===== src/rtl/sfm_pkg.sv =====
// sfm_pkg: sizes, item kinds, cell link types and the saturation helper
// shared by the substring finder, its cell row and its checker.
// Depends on nothing.
package sfm_pkg;

   localparam int MAX_PATTERN     = 64;
   localparam int TEXT_COUNT_BITS = 16;

   localparam int PLEN_W  = $clog2(MAX_PATTERN + 1);
   localparam int OUT_W   = 16;
   localparam int SUM_W   = (TEXT_COUNT_BITS + 1 > OUT_W + 1) ? TEXT_COUNT_BITS + 1 : OUT_W + 1;
   localparam logic [OUT_W-1:0] OUT_MAX = {OUT_W{1'b1}};

   localparam int REQ_DATA_W   = 8;
   localparam int REQ_USER_W   = 2;
   localparam int RSP_FIELDS_W = 1 + 4 * OUT_W + 1;
   localparam int RSP_W        = ((RSP_FIELDS_W + 7) / 8) * 8;

   // bit offsets of the result fields in rsp_tdata
   localparam int RSP_FOUND_LSB  = 0;
   localparam int RSP_POS_LSB    = 1;
   localparam int RSP_ASTART_LSB = RSP_POS_LSB + OUT_W;
   localparam int RSP_ALEN_LSB   = RSP_ASTART_LSB + OUT_W;
   localparam int RSP_TLEN_LSB   = RSP_ALEN_LSB + OUT_W;
   localparam int RSP_OVF_LSB    = RSP_TLEN_LSB + OUT_W;

   typedef enum logic [REQ_USER_W-1:0] {
      KIND_CLEAR  = 2'd0,
      KIND_APPEND = 2'd1,
      KIND_TEXT   = 2'd2,
      KIND_END    = 2'd3
   } kind_type;

   typedef struct packed {
      logic shift_text;
      logic shift_pat;
      logic clr_text;
      logic clr_pat;
   } cell_ctrl_type;

   typedef struct packed {
      logic [7:0] win;
      logic [7:0] pat;
      logic       wv;
      logic       pv;
   } cell_link_type;

   function automatic logic [OUT_W-1:0] sat_out(input logic [SUM_W-1:0] v);
      logic [OUT_W-1:0] r;
      if (v > SUM_W'(OUT_MAX)) begin
         r = OUT_MAX;
      end else begin
         r = v[OUT_W-1:0];
      end
      return r;
   endfunction

endpackage


===== src/rtl/sfm_cell.sv =====
// sfm_cell: one compare cell, holding one text window byte and one
// reversed pattern byte with their valid bits. Depends on sfm_pkg.
module sfm_cell
   import sfm_pkg::*;
(
   input  logic          clock,
   input  logic          reset,
   input  cell_ctrl_type ctrl,
   input  cell_link_type prev,
   output cell_link_type cur,
   output logic          ok
);

   logic [7:0] win_ff, win_in;
   logic [7:0] pat_ff, pat_in;
   logic       wv_ff, wv_in;
   logic       pv_ff, pv_in;
   logic       eq_ff, eq_in;

   always_comb begin
      win_in = win_ff;
      pat_in = pat_ff;
      wv_in  = wv_ff;
      pv_in  = pv_ff;
      if (ctrl.shift_text) begin
         win_in = prev.win;
         wv_in  = prev.wv;
      end
      if (ctrl.shift_pat) begin
         pat_in = prev.pat;
         pv_in  = prev.pv;
      end
      if (ctrl.clr_text) begin
         wv_in = 1'b0;
      end
      if (ctrl.clr_pat) begin
         pv_in = 1'b0;
      end
      // compare the bytes this cell will hold after the edge
      eq_in = (win_in == pat_in);
   end

   always_ff @(posedge clock) begin
      if (reset) begin
         wv_ff <= 1'b0;
         pv_ff <= 1'b0;
      end else begin
         wv_ff <= wv_in;
         pv_ff <= pv_in;
      end
   end

   always_ff @(posedge clock) begin
      win_ff <= win_in;
      pat_ff <= pat_in;
      eq_ff  <= eq_in;
   end

   assign cur = '{win: win_ff, pat: pat_ff, wv: wv_ff, pv: pv_ff};
   // a cell past the pattern end always agrees
   assign ok  = !pv_ff || (wv_ff && eq_ff);

endmodule


===== src/rtl/sfm_cell_row.sv =====
// sfm_cell_row: the chain of compare cells; text and pattern bytes enter at
// cell 0 and move one cell on with each byte. Depends on sfm_pkg, sfm_cell.
module sfm_cell_row
   import sfm_pkg::*;
(
   input  logic          clock,
   input  logic          reset,
   input  cell_ctrl_type ctrl,
   input  logic [7:0]    in_byte,
   output logic          all_ok
);

   cell_link_type              link [MAX_PATTERN];
   logic [MAX_PATTERN-1:0]     ok;

   // newest byte goes to cell 0 for both the window and the reversed pattern
   assign link[0] = '{win: in_byte, pat: in_byte, wv: 1'b1, pv: 1'b1};

   for (genvar k = 0; k < MAX_PATTERN; k++) begin : g_cell
      if (k < MAX_PATTERN - 1) begin : g_mid
         sfm_cell u_cell (
            .clock (clock),
            .reset (reset),
            .ctrl  (ctrl),
            .prev  (link[k]),
            .cur   (link[k+1]),
            .ok    (ok[k])
         );
      end else begin : g_last
         sfm_cell u_cell (
            .clock (clock),
            .reset (reset),
            .ctrl  (ctrl),
            .prev  (link[k]),
            .cur   (),
            .ok    (ok[k])
         );
      end
   end

   assign all_ok = &ok;

endmodule


===== src/rtl/substring_first_match_finder.sv =====
// The result of an end item is registered and is on rsp in the cycle after it is accepted.
// One item of any kind per cycle while req_tready is high; the window ending at
// each counted text byte is checked against the pattern by the cell chain in the
// cycle after the byte arrives. req_tready drops only while a result waits and
// rsp_tready is low. Reset clears counts, flags and valid bits, but not the
// result data register; pattern bytes are undefined until appended.
module substring_first_match_finder
   import sfm_pkg::*;
(
   input  logic                  clock,
   input  logic                  reset,
   input  logic                  req_tvalid,
   output logic                  req_tready,
   input  logic [REQ_DATA_W-1:0] req_tdata,  // data_byte
   input  logic [REQ_USER_W-1:0] req_tuser,  // kind
   output logic                  rsp_tvalid,
   input  logic                  rsp_tready,
   // found, match_position, after_start, after_length, text_length, overflow, zero pad
   output logic [RSP_W-1:0]      rsp_tdata
);

   logic                       rsp_valid_ff, rsp_valid_in;
   logic [RSP_W-1:0]           rsp_data_ff, rsp_data_in;
   logic [PLEN_W-1:0]          plen_ff, plen_in;
   logic [TEXT_COUNT_BITS-1:0] cnt_ff, cnt_in;
   logic [TEXT_COUNT_BITS-1:0] fp_ff, fp_in;
   logic                       ms_ff, ms_in;
   logic                       ovf_ff, ovf_in;
   logic                       chk_ff, chk_in;

   logic                       acc;
   kind_type                   kind;
   logic                       is_clear, is_append, is_text, is_end;
   logic                       pat_full, cnt_full;
   logic                       all_ok, hit_now, ms_eff;
   logic [TEXT_COUNT_BITS-1:0] fp_eff;
   logic                       found;
   logic [SUM_W-1:0]           pos, astart, alen, cnt_ext;
   cell_ctrl_type              ctrl;

   assign req_tready = !rsp_valid_ff || rsp_tready;
   assign acc        = req_tvalid && req_tready;
   assign kind       = kind_type'(req_tuser);
   assign is_clear   = acc && (kind == KIND_CLEAR);
   assign is_append  = acc && (kind == KIND_APPEND);
   assign is_text    = acc && (kind == KIND_TEXT);
   assign is_end     = acc && (kind == KIND_END);

   assign pat_full = (plen_ff == PLEN_W'(MAX_PATTERN));
   assign cnt_full = (cnt_ff == {TEXT_COUNT_BITS{1'b1}});

   assign ctrl = '{shift_text: is_text && !cnt_full,
                   shift_pat:  is_append && !pat_full,
                   clr_text:   is_clear || is_end,
                   clr_pat:    is_clear};

   sfm_cell_row u_row (
      .clock   (clock),
      .reset   (reset),
      .ctrl    (ctrl),
      .in_byte (req_tdata),
      .all_ok  (all_ok)
   );

   // check pending from the last text byte; cell valid bits cover short text
   assign hit_now = chk_ff && all_ok && !ms_ff && (plen_ff != '0);
   assign ms_eff  = ms_ff || hit_now;
   assign fp_eff  = hit_now ? TEXT_COUNT_BITS'(SUM_W'(cnt_ff) - SUM_W'(plen_ff)) : fp_ff;

   always_comb begin
      cnt_ext = SUM_W'(cnt_ff);
      found   = ms_eff || (plen_ff == '0);
      pos     = ms_eff ? SUM_W'(fp_eff) : '0;
      astart  = found ? pos + SUM_W'(plen_ff) : '0;
      alen    = (found && (astart <= cnt_ext)) ? cnt_ext - astart : '0;
   end

   always_comb begin
      plen_in = plen_ff;
      cnt_in  = cnt_ff;
      fp_in   = fp_eff;
      ms_in   = ms_eff;
      ovf_in  = ovf_ff;
      chk_in  = 1'b0;
      if (acc) begin
         unique case (kind)
            KIND_CLEAR: begin
               plen_in = '0;
               cnt_in  = '0;
               fp_in   = '0;
               ms_in   = 1'b0;
               ovf_in  = 1'b0;
            end
            KIND_APPEND: begin
               if (pat_full) begin
                  ovf_in = 1'b1;
               end else begin
                  plen_in = plen_ff + 1'b1;
               end
            end
            KIND_TEXT: begin
               if (cnt_full) begin
                  ovf_in = 1'b1;
               end else begin
                  cnt_in = cnt_ff + 1'b1;
                  chk_in = 1'b1;
               end
            end
            KIND_END: begin
               cnt_in = '0;
               fp_in  = '0;
               ms_in  = 1'b0;
               ovf_in = 1'b0;
            end
            default: begin
               ovf_in = ovf_ff;
            end
         endcase
      end
   end

   always_comb begin
      rsp_valid_in = rsp_valid_ff && !rsp_tready;
      rsp_data_in  = rsp_data_ff;
      if (is_end) begin
         rsp_valid_in = 1'b1;
         rsp_data_in  = RSP_W'({ovf_ff, sat_out(cnt_ext), sat_out(alen),
                                sat_out(astart), sat_out(pos), found});
      end
   end

   always_ff @(posedge clock) begin
      if (reset) begin
         rsp_valid_ff <= 1'b0;
         plen_ff      <= '0;
         cnt_ff       <= '0;
         fp_ff        <= '0;
         ms_ff        <= 1'b0;
         ovf_ff       <= 1'b0;
         chk_ff       <= 1'b0;
      end else begin
         rsp_valid_ff <= rsp_valid_in;
         plen_ff      <= plen_in;
         cnt_ff       <= cnt_in;
         fp_ff        <= fp_in;
         ms_ff        <= ms_in;
         ovf_ff       <= ovf_in;
         chk_ff       <= chk_in;
      end
   end

   always_ff @(posedge clock) begin
      rsp_data_ff <= rsp_data_in;
   end

   assign rsp_tvalid = rsp_valid_ff;
   assign rsp_tdata  = rsp_data_ff;

endmodule


===== config.mk =====
export PLATFORM = sky130hd
export DESIGN_NAME = substring_first_match_finder
export DESIGN_NICKNAME = d
export VERILOG_FILES = /design/src/rtl/sfm_pkg.sv /design/src/rtl/sfm_cell.sv /design/src/rtl/sfm_cell_row.sv /design/src/rtl/substring_first_match_finder.sv
export SDC_FILE = /design/constraint.sdc
export NUM_CORES = 2
export LEC_CHECK = 0
export ABC_AREA = 1
export BUFFER_PORTS_ARGS = -buffer_cell sky130_fd_sc_hd__buf_2
export CORE_ASPECT_RATIO = 1.5
export CORE_MARGIN = 4
export CORE_UTILIZATION = 45
export CTS_BUF_LIST = sky130_fd_sc_hd__clkbuf_8
export CTS_CLUSTER_SIZE = 25
export DETAILED_ROUTE_END_ITERATION = 16
export PLACE_DENSITY = 0.62
export SYNTH_ARGS = -nofsm -noshare
export SYNTH_HDL_FRONTEND = slang
export SYNTH_SLANG_ARGS = --single-unit

===== constraint.sdc =====
create_clock -name clock -period 5.3 [get_ports clock]
set_input_delay 0.795 -clock clock [delete_from_list [all_inputs] [get_ports clock]]
set_output_delay 0.795 -clock clock [all_outputs]
set_load 0.05 [all_outputs]

# Word-level counts from Yosys, hierarchy flattened
# Index checks and enable logic that the tools add are counted.
classes:
  add_sub_neg: 5
  muxes: 145
  eq_ne: 73
  n_reduce_logical: 226
  magnitude_cmp: 5
  n_bitwise: 2
op_table:
  columns: ["operator", "count"]
  rows:
  - ["2-to-1 mux 8 bit", 128]
  - ["== test 8 bit", 64]
  - ["2-to-1 mux 16 bit", 5]
  - ["logical AND 1 bit", 76]
  - ["logical NOT 1 bit", 69]
  - ["logical OR 1 bit", 68]
  - ["AND reduction 64 bit", 1]
  - ["greater-than comparator 17 x 16 -> 1 bit (second input constant)", 2]
  - ["2-to-1 mux 17 bit", 2]
  - ["greater-than comparator 16 bit (second input constant)", 2]
  - ["one-hot mux 16 bit (2 select lines)", 1]
  - ["adder 16 x 7 -> 17 bit", 1]
  - ["less-or-equal comparator 17 x 16 -> 1 bit", 1]
  - ["subtractor 16 x 17 -> 17 bit", 1]
  - ["adder 16 x 1 -> 16 bit (second input constant)", 1]
  - ["== test 16 bit (second input constant)", 1]
  - ["subtractor 16 x 7 -> 16 bit", 1]
  - ["one-hot mux 7 bit (2 select lines)", 1]
  - ["AND reduction 3 bit", 3]
  - ["inequality test 2 bit (second input constant)", 4]
  - ["adder 7 x 1 -> 7 bit (second input constant)", 1]
  - ["== test 7 bit (second input constant)", 1]
  - ["logical NOT 7 bit", 1]
  - ["2-to-1 mux 7 bit", 1]
  - ["10 further kinds", 20]
totals:
  inputBits: 14
  elab_cells: 788
  out_inout_bits: 74
  regBits: 1325

# Depth between registers and ports, before layout
logic_depth:
  word_depth: 14
  depth_mapped: 39
  mapped_depth_nobuf: 37

# By module
# From an unflattened synthesis, not the netlist that was laid out.
unflattened:
  cells_unflattened: 13023
  area_unflattened_um2: 76676.0
modules_own_cells:
  columns: ["mod", "area_each_um2", "seq_area_each_um2", "n_inst", "cells_each"]
  rows:
  - ["sfm_cell", 1096.1, 380.4, 64, 191]
  - ["substring_first_match_finder", 6288.5, 2842.7, 1, 735]
  - ["sfm_cell_row", 240.2, 0.0, 1, 64]

# Least setup slack after synthesis
# OpenSTA, ideal clock, no wires.
synth_timing:
  kind: "input to register"
  startpoint: "in rsp_tready"
  endpoint: "reg u_row.g_cell[10].g_mid.u_cell.wv_ff"
  stages: 8
  setup_time_ns: 0.132
  path_slack_ns: 0.173
  arrival_ns: 4.995
  required_ns: 5.168
  path_cell_list: "inv_1 -> nand2_2 -> nand2_2 -> nor2_1 -> or2_2 -> buf_1 -> clkbuf_1 -> a21oi_1"
synth_between:
  elab_chain_len: 5
synth_rtl:
  columns: ["element", "line", "text"]
  rows:
  - ["start, declared", "substring_first_match_finder.sv:17", "input logic rsp_tready,"]
  - ["logical OR 1 bit", "substring_first_match_finder.sv:41", "assign req_tready = !rsp_valid_ff || rsp_tready;"]
  - ["named net req_tready", "substring_first_match_finder.sv:13", "output logic req_tready,"]
  - ["logical AND 1 bit", "substring_first_match_finder.sv:42", "assign acc = req_tvalid && req_tready;"]
  - ["logical AND 1 bit", "substring_first_match_finder.sv:47", "assign is_end = acc && (kind == KIND_END);"]
  - ["named net is_end", "substring_first_match_finder.sv:33", "logic is_clear, is_append, is_text, is_end;"]
  - ["logical OR 1 bit", "substring_first_match_finder.sv:54", "clr_text: is_clear || is_end,"]
  - ["OR reduction 2 bit (no line)", null, null]
  - ["end signal, assigned", "sfm_cell.sv:48", "wv_ff <= wv_in;"]
  - ["end, declared", "sfm_cell.sv:16", "logic wv_ff, wv_in;"]
# The timed path passes the listed nets, and every way through them passes these cells.
# A chain may end at the register's enable or synchronous reset.

# Worst setup path in the final report
layout_timing:
  startpoint: "reg plen_ff[0]"
  endpoint: "reg rsp_data_ff[34], in the netlist rsp_tdata[34] (data pin)"
layout_between:
  elab_chain_len: 10
layout_rtl:
  columns: ["element", "line", "text"]
  rows:
  - ["start, declared", "substring_first_match_finder.sv:24", "logic [PLEN_W-1:0] plen_ff, plen_in;"]
  - ["start signal, assigned", "substring_first_match_finder.sv:143", "plen_ff <= plen_in;"]
  - ["branches (longest 3 deep; another with subtractor 16 x 7 -> 16 bit)", null, null]
  - ["2-to-1 mux 16 bit (*)", "substring_first_match_finder.sv:73", "pos = ms_eff ? SUM_W'(fp_eff) : '0;"]
  - ["named net pos[0]", "substring_first_match_finder.sv:38", "logic [SUM_W-1:0] pos, astart, alen, cnt_ext;"]
  - ["adder 16 x 7 -> 17 bit (*)", "substring_first_match_finder.sv:74", "astart = found ? pos + SUM_W'(plen_ff) : '0;"]
  - ["2-to-1 mux 17 bit (*)", "substring_first_match_finder.sv:74", null]
  - ["less-or-equal comparator 17 x 16 -> 1 bit", "substring_first_match_finder.sv:75", "alen = (found && (astart <= cnt_ext)) ? cnt_ext - astart : '0;"]
  - ["logical AND 1 bit", "substring_first_match_finder.sv:75", null]
  - ["2-to-1 mux 17 bit (*)", "substring_first_match_finder.sv:75", null]
  - ["greater-than comparator 17 x 16 -> 1 bit", "sfm_pkg.sv:50", "if (v > SUM_W'(OUT_MAX)) begin"]
  - ["end signal, assigned", "substring_first_match_finder.sv:153", "rsp_data_ff <= rsp_data_in;"]
  - ["end, declared", "substring_first_match_finder.sv:23", "logic [RSP_W-1:0] rsp_data_ff, rsp_data_in;"]
# Mark *: on every way through the listed nets, which the timed path passes.

==> metrics.txt <==
Gate power share 20.5%; Most used DFF post-synth dfxtp_1; GRT Total Usage 19.4%; Fillers 10751; number of remaining DRC errors 0; Sw Share 30.2%; Die Width 283 um; Yosys Warn Count 0; first-pass GRT wire length 190000 um; sequential-to-total area share from yosys stat 53.3%; Final Setup Violations 0; Final Util 50.6%; synthesis-stage register bit count 1325; Pwr Density 470 nW/um^2; slew margin rel. 43.3%; Final Max Tran Viols 0; WP data arrival 5670 ps; async set-reset flop share out of synthesis 0%; DRT Pass-1 Iters 5; WS Path Type reg -> reg; cts bufs inserted 192; Sinks on Clock Net 1325; Slew @ Worst Pin 850 ps; port bufs 81; Die Y 420 um; fmax 202 MHz; antenna violations before repair 2; post-synthesis instance total 6122; outcome finished, final reports clean; fin cells 7807; Leak 23.9 nW; Starting Density 45.2%; register share of total power 48.5%; Worst Setup End Kind register; CP dominant cell by count nand2_1; clock slew at reported path FFs 70 ps; Post-Route WL 117000 um; slowest stage cell, crit path ha_1; grt total ovfl 0; Psw 8.10 mW; Area growth syn-to-layout 11.8%; class of the worst hold path in -> reg; core area 113000 um^2; Final min period 4950 ps; vias per cell 4.89; clock root buffer clkbuf_8; EDFF count, synth 66; Critical Path Max Stage Delay 400 ps; Yosys cell types 52; Antenna Nets Post-Route 0; # rows 151; wire length per cell 15.0 um; synthesized area 51000 um^2; vias in the first global route 38356; Max Cap Viol 0; Worst VDD drop 0.189 mV; gp weighted congestion 0.927; layout cells sized above 1 9.29%; Worst Skew 40.4 ps; most frequent cells in the layout nand2_1 (1621), dfxtp_1 (1259), o21ai_0 (977); area of the die 119000 um^2; fin nets 6260; largest net degree at the start of global routing 161; CP max FO 8; Critical Path RT 6020 ps; fin crit share 93.3%; post-DP HPWL 79400 um; Syn Area/Cell 8.34 um^2; Final Hold Viols 0; initial detailed-routing violation count 1899; I/O Pins 88; CP startpoint kind register; via count 38164; post-placement cell count 7459; share of total power in the clock network 31.0%; Clock Latency Late Sink 880 ps; TritonCTS clock tree built; commonest non-fill, non-tap cell in the layout nand2_1; CTS H-tree lvls 4; CTS Buffer Depth 3; Cell Int Power 18.7 mW
## cells by family (layout without fill, tap and decap cells)
logic type	Yosys count	in the layout	synth area share, %
simple gates	2091	2092	17.1
flops	1325	1325	53.3
compound gates	1249	1249	12.4
buf+inv	891	1116	7.21
xor+xnor	523	523	8.98
fa+ha+maj	40	40	1.02
mux	2	2	0.0392
other cells	1	7	0.00735
## per-layer routing
| metal | GRT usage (%) | vias to the layer above | part of all wire [%] |
|---|---|---|---|
| li1 | - | 19649 | - |
| met1 | 20.9 | 17699 | 40 |
| met2 | 37.0 | 566 | 53 |
| met3 | 3.56 | 250 | 3.2 |
| met4 | 8.03 | 0 | 3.8 |
| met5 | 0 | - | 0 |
## critical path, delay by kind of cell, from the launching register on
kind            cells  cell delay (ps)
flops               1              330
fa+ha+maj           4             1000
simple gates       23             2910
compound gates      4              410
buf+inv             2              140
## worst paths after layout
| path | start | to | slack, ps | depth (start not counted) |
|---|---|---|---|---|
| min | reset | plen_ff[1]$_SDFFE_PP0P_ | 220 | 2 |
| max | plen_ff[0]$_SDFFE_PP0P_ | rsp_tdata[34]$_SDFFCE_PN1P_ | 350 | 33 |
| max reg2reg | plen_ff[0]$_SDFFE_PP0P_ | rsp_tdata[34]$_SDFFCE_PN1P_ | 350 | 33 |
| min reg2reg | ovf_ff$_SDFFE_PP0P_ | rsp_tdata[65]$_DFFE_PP_ | 430 | 0 |
## stage by stage
step	instance area, um^2	TNS (ps)	total power [mW]	hold WS, ps	worst slack (ps)
CTS	56800	0	27.2	107	37.0
floorplan	51100	0	17.3	403	173
global route	57100	-1000	28.5	149	-112
global placement	52800	0	18.6	416	160
finish	57100	0	26.8	224	355
detailed placement	52800	0	18.8	413	30.8
## state kept, by name, indices dropped and copies added, names as in the netlist
name,flops
u_row.g_cell.g_mid.u_cell.win_ff,504
u_row.g_cell.g_last.u_cell.eq_ff,1
fp_ff,16
rsp_tvalid,1
u_row.g_cell.g_mid.u_cell.eq_ff,63
chk_ff,1
u_row.g_cell.g_last.u_cell.pat_ff,8
rsp_tdata,66
u_row.g_cell.g_mid.u_cell.wv_ff,63
u_row.g_cell.g_last.u_cell.wv_ff,1
plen_ff,7
cnt_ff,16
u_row.g_cell.g_mid.u_cell.pat_ff,504
u_row.g_cell.g_last.u_cell.pv_ff,1
ms_ff,1
u_row.g_cell.g_mid.u_cell.pv_ff,63
ovf_ff,1
u_row.g_cell.g_last.u_cell.win_ff,8
## timing repair
action	CTS	global route
hold buffers	0	0
setup endpoints to repair	4	16
setup buffers	0	5
cloned	0	1
gates resized for setup	2	51
pin swaps	1	14
endpoints found under the hold margin	0	0
## power groups by stage
stage | clock, mW | sequential (mW) | combinational [mW]
global route | 9.00 | 13.2 | 6.29
floorplan | 0 | 13.0 | 4.29
CTS | 8.57 | 13.0 | 5.56
finish | 8.31 | 13.0 | 5.50
detailed placement | 0 | 13.2 | 5.51
global placement | 0 | 13.2 | 5.41
## synthesized netlist by cell type (23+ instances only)
library cell,n,area [um^2]
a21oi_1,189,946
buf_2,117,586
buf_4,28,210
clkbuf_1,113,424
dfxtp_1,1259,25200
edfxtp_1,66,1980
ha_1,37,463
inv_1,603,2260
nand2_1,1623,6090
nand3_1,95,475
nor2_1,174,653
nor3_1,58,290
nor3_2,23,230
nor4_2,24,300
o21ai_0,981,4910
o21ai_1,49,245
xnor2_1,139,1220
xor2_1,384,3360
## cell type report
cell class / instances / area [um^2] / area share (%)
clock inverter: 89 / 539 / 0.945
antenna: 1 / 2.50 / 0.00439
clock buffer: 252 / 3470 / 6.08
multi-input combinational: 3912 / 20500 / 35.9
timing repair buffer: 166 / 1280 / 2.25
inverter: 609 / 2300 / 4.03
tap: 1453 / 1820 / 3.19
sequential: 1325 / 27200 / 47.6
Power figures use the tool's default switching activity.
